--- config.mk ---
export PLATFORM = sky130hd
export DESIGN_NAME = rc6_round
export DESIGN_NICKNAME = d
export VERILOG_FILES = /design/src/hw/rtl/rc6_pkg.sv /design/src/hw/rtl/rc6_round.sv
export SDC_FILE = /design/constraint.sdc
export NUM_CORES = 2
export LEC_CHECK = 0
export ABC_AREA = 1
export BUFFER_PORTS_ARGS = -buffer_cell sky130_fd_sc_hd__buf_2
export CAP_MARGIN = 20
export CORE_MARGIN = 5
export CORE_UTILIZATION = 59
export DETAILED_ROUTE_END_ITERATION = 7
export GPL_TIMING_DRIVEN = 0
export PLACE_DENSITY = 0.84
export SLEW_MARGIN = 20
export SYNTH_ARGS = -nofsm -noshare
export SYNTH_HDL_FRONTEND = slang
export SYNTH_SLANG_ARGS = --single-unit
--- constraint.sdc ---
create_clock -name vclk -period 19
set_clock_uncertainty 0.15 [all_clocks]
set_input_delay 3.8 -clock vclk [all_inputs]
set_output_delay 3.8 -clock vclk [all_outputs]
set_load 0.02 [all_outputs]
--- src/hw/rtl/rc6_pkg.sv ---
// shared types, constants and rotate helpers for the rc6 cbc block
package rc6_pkg;

    localparam logic [31:0] P32 = 32'hB7E15163;
    localparam logic [31:0] Q32 = 32'h9E3779B9;
    localparam logic [4:0]  LGW = 5'd5;
    localparam int          KEY_REGS = 8;
    localparam int          CFG_IW = 4;

    typedef enum logic {
        KIND_ENCRYPT = 1'b0,
        KIND_DECRYPT = 1'b1
    } kind_t;

    typedef struct packed {
        kind_t       kind;
        logic [31:0] in_word0;
        logic [31:0] in_word1;
        logic [31:0] in_word2;
        logic [31:0] in_word3;
    } in_item_t;

    typedef struct packed {
        logic [31:0] out_word0;
        logic [31:0] out_word1;
        logic [31:0] out_word2;
        logic [31:0] out_word3;
    } out_item_t;

    function automatic logic [31:0] rotl(input logic [31:0] x, input logic [4:0] n);
        logic [63:0] t;
        t = {x, x} << n;
        return t[63:32];
    endfunction

    function automatic logic [31:0] rotr(input logic [31:0] x, input logic [4:0] n);
        logic [63:0] t;
        t = {x, x} >> n;
        return t[31:0];
    endfunction

endpackage

--- src/hw/rtl/rc6_round.sv ---
// one rc6 round, forward or inverse, shared by every round of a block
module rc6_round
    import rc6_pkg::*;
(
    input  logic [3:0][31:0] x,
    input  logic [31:0]      rk0,
    input  logic [31:0]      rk1,
    input  logic             decrypt,
    output logic [3:0][31:0] y
);

    logic [31:0] mb, md, pb, pd, t, u;

    always_comb begin
        // inverse round works on the block rotated right by one word
        mb = decrypt ? x[0] : x[1];
        md = decrypt ? x[2] : x[3];
        pb = mb * {mb[30:0], 1'b1};
        pd = md * {md[30:0], 1'b1};
        t  = rotl(pb, LGW);
        u  = rotl(pd, LGW);
        if (decrypt) begin
            y[0] = rotr(x[3] - rk0, u[4:0]) ^ t;
            y[1] = x[0];
            y[2] = rotr(x[1] - rk1, t[4:0]) ^ u;
            y[3] = x[2];
        end else begin
            y[0] = x[1];
            y[1] = rotl(x[2] ^ u, t[4:0]) + rk1;
            y[2] = x[3];
            y[3] = rotl(x[0] ^ t, u[4:0]) + rk0;
        end
    end

endmodule

==> results of run 1 <==
## synth_stat cells, drive strengths merged, types with 10 or more instances
cell type,n,area [sq um]
nand2,2244,8630
inv,1494,5610
fa,734,14700
nand3,596,3040
o21ai,411,2110
ha,382,4780
a21oi,220,1100
buf,171,1010
nor2,140,528
xor2,124,1110
clkbuf,78,293
or2,73,457
xnor2,73,639
o211ai,32,240
o21bai,29,218
a31oi,28,175
nand3b,24,193
nor3,23,115
a21o,20,150
nand4,15,93.8
o21a,12,90.1
a21boi,10,78.8
## stage by stage
stage | util | instances | hold slack (ns) | instance area (sq um)
4_1_cts | 0.677 | 8444 | 7.85 | 52200
3_5_place_dp | 0.630 | 8325 | 7.85 | 48500
3_3_place_gp | 0.630 | 8325 | 7.85 | 48500
2_1_floorplan | - | 6965 | 7.63 | 45600
## routing by layer
layer  GRT overflow  track usage
met1              1        0.675
met2              0        0.865
met3              0        0.511
met4              2        0.644
met5              0        0.368
## logic make-up after synthesis
family	share of synthesized area
and+or+nand+nor	0.288
buffers and inverters	0.152
adders and majority gates	0.427
AOI/OAI and AO/OA	0.0935
xor gates and xnor gates	0.0384
muxes	0.00176
## what timing repair did
action,4_1_cts
gates cloned,3
setup endpoints to repair,77
pin swaps,133
setup buffers,131
gates resized for setup,712
==> impl_metrics.toml, run 1 <==
[global_route]
grt_first_pass_wirelength_mm = 410
first_global_vias = 62000
global_route.overflow_total = 3
grt_start_max_net_pins = 20
grt_usage = 0.681

[run_status]
run.stop_error = "[ERROR GRT-0116] Global routing finished with congestion. Check the congestion regions in the DRC Viewer."
last-stage-reached = "global routing"
run_status = "did not finish"

[clock_tree]
cts_hold_buffers = 0

[placed_design]
sum_of_net_half_perimeters_after_detailed_placement_mm = 188
gp_congestion = 1.11
buffer_ports.inserted = 320
dp_slack_ns = -3.51

[synth]
ys_warn_count = 0
post_synth_instance_area_sq_um = 45600
synth.distinct_cells = 54
synth_seq_area_share = 0
post_synth_inst_count = 6965
syn_nets = 8274
post_synth.cell_area_avg_sq_um = 6.55

[die]
initial_core_util = 0.592
die-width_um = 288
ios = 321
die-height_um = 288
num_rows = 102
==> inputs of run 2 (changes only) <==
--- a/config.mk
+++ b/config.mk
@@ -9,10 +9,10 @@
 export BUFFER_PORTS_ARGS = -buffer_cell sky130_fd_sc_hd__buf_2
 export CAP_MARGIN = 20
 export CORE_MARGIN = 5
-export CORE_UTILIZATION = 59
+export CORE_UTILIZATION = 40
 export DETAILED_ROUTE_END_ITERATION = 7
 export GPL_TIMING_DRIVEN = 0
-export PLACE_DENSITY = 0.84
+export PLACE_DENSITY_LB_ADDON = 0.15
 export SLEW_MARGIN = 20
 export SYNTH_ARGS = -nofsm -noshare
 export SYNTH_HDL_FRONTEND = slang
==> constraint.sdc (replaced) <==
create_clock -name vclk -period 24.7
set_clock_uncertainty 0.15 [all_clocks]
set_input_delay 4.94 -clock vclk [all_inputs]
set_output_delay 4.94 -clock vclk [all_outputs]
set_load 0.02 [all_outputs]
==> impl_metrics.toml, run 2 <==
[synth]
yosysTopAreaCell = "fa_1"
synth_top_cells_by_area = "fa_1, nand2_1, inv_1"
post_synth_inst_count = 6965
post_synth.cell_area_avg_sq_um = 6.55
yosys-top-cells-count = "nand2_1, inv_1, fa_1, nand3_1, ha_1"
synth_most_common_cell = "nand2_1"
synth_seq_area_share = 0
syn_nets = 8274
post_synth_instance_area_sq_um = 45600
synth_top_area_frac = 0.322
ys_warn_count = 0
synth.distinct_cells = 54

[cells_and_area]
layout.cells.most_common = "nand2_1"
most_frequent_cells_in_the_layout = "nand2_1, inv_1, fa_1, nand3_1, buf_2"
num-clock-buffers = 0
nets = 8593
flops_and_latches = 0
synthToLayoutAreaGrowth_pct = 7.96
area_of_the_multi_input_gates_sq_um = 38700
regArea_sq_um = 0
fillers = 12400
post_route_cells_drive_above_1_share = 0.0908

[critical_path]
slowest_delay_ns = 0.68
critical_path.startpoint_type = "primary input"
worst-endpoint-required_ns = 19.61
worst_setup_path_end_kind = "output port"
cp_slowest_cell = "clkbuf_1"
critical_path_arrival_ns = 19.09
worst-path-max-fanout = 10
worstSetupPathType = "primary input to output port"
worst_path_most_repeated_cell = "nand2_1"

[global_route]
global_route.overflow_total = 0
grt_start_max_net_pins = 13
first_global_vias = 47200
grt_antenna_before_repair = 11
grt_usage = 0.369
grt_first_pass_wirelength_mm = 327

[routing]
post_drt_via_cell_ratio = 5.39
via_count = 47500
routed_wirelength_mm = 229
route.detailed.wl_per_inst_um = 26.0
drt.antenna.violating_nets = 0
post-route-drc-count = 0
drt_iter0_drc = 4661
dr.pass1.iters = 6

[placed_design]
buffer_ports.inserted = 320
gp_congestion = 1.06
sum_of_net_half_perimeters_after_detailed_placement_mm = 203

[die]
design.core.area_sq_um = 114000
die-width_um = 348
num_rows = 124
die-height_um = 348
dieArea_sq_um = 121000
initial_core_util = 0.401
ios = 321

[flow_run]
drv_cap = 0

[timing]
tightestPinTransition_ns = 1.33
fin_setup_tns_ns = 0
relSlewSlack = 0.113
finalSetupViolCount = 0
timing.final.crit_period_ns = 24.18
max_clock_freq_ghz = 0.0414
layout_worst_path_cycle_share = 0.979
max_transition_viols_final = 0
hold-worst-slack_ns = 10.12
hold_violations = 0

[run_status]
run_status = "finished, final reports clean"

[clock_tree]
cts_hold_buffers = 0

[worst_hold_path]
hold_path_class = "primary input to output port"
==> run 2: cell counts after synthesis <==
Identical to the previous run, type by type.
==> run 2: final timing paths <==
check | start | slack (ns) | cells past startpoint | to
min | x[79] | 10.12 | 4 | y[111]
max | decrypt | 0.52 | 57 | y[126]
==> run 2: worst max-delay path, delay by kind of cell <==
kind / cells / cell delay, ns
adders and majority gates: 11 / 5.17
buffers and inverters: 15 / 2.73
AOI/OAI and AO/OA: 13 / 3.37
xor gates and xnor gates: 1 / 0.36
and+or+nand+nor: 17 / 2.45
==> run 2: cell type report <==
cell class | count | share of cell area
tap | 1512 | 0.0384
timing repair buffer | 321 | 0.0327
antenna | 8 | 0.000406
inverter | 1494 | 0.114
buffer | 245 | 0.0279
multi-input combinational | 5222 | 0.787
==> run 2: metrics by stage <==
step / setup slack (ns) / area [sq um] / util / cells
6_report: 0.523 / 49300 / 0.433 / 8802
5_1_grt: -0.00488 / 49200 / 0.432 / 8794
4_1_cts: 0.0245 / 49200 / 0.432 / 8797
3_5_place_dp: -0.264 / 49100 / 0.431 / 8798
3_3_place_gp: -0.314 / 49100 / 0.431 / 8797
2_1_floorplan: 3.86 / 45600 / - / 6965
==> run 2: repair_timing <==
item / 4_1_cts / 5_1_grt
gates resized for setup: 13 / 82
endpoints found under the hold margin: 0 / 0
endpoints found under the setup margin: 8 / 25
buffers inserted: 0 / 0
==> run 2: layer usage <==
layer	wire, um	up-vias	share of wire	GRT usage
met1	95500	23200	0.42	0.493
met5	62	-	0.00027	0
met3	17300	386	0.076	0.0513
li1	-	21800	-	-
met2	102000	2068	0.45	0.594
met4	14000	4	0.061	0.169
==> run 2: cell families after synthesis <==
family | share of synthesized area
mux | 0.00176
compound gates | 0.0935
xor+xnor | 0.0384
simple gates | 0.288
buf+inv | 0.152
fa+ha+maj | 0.427
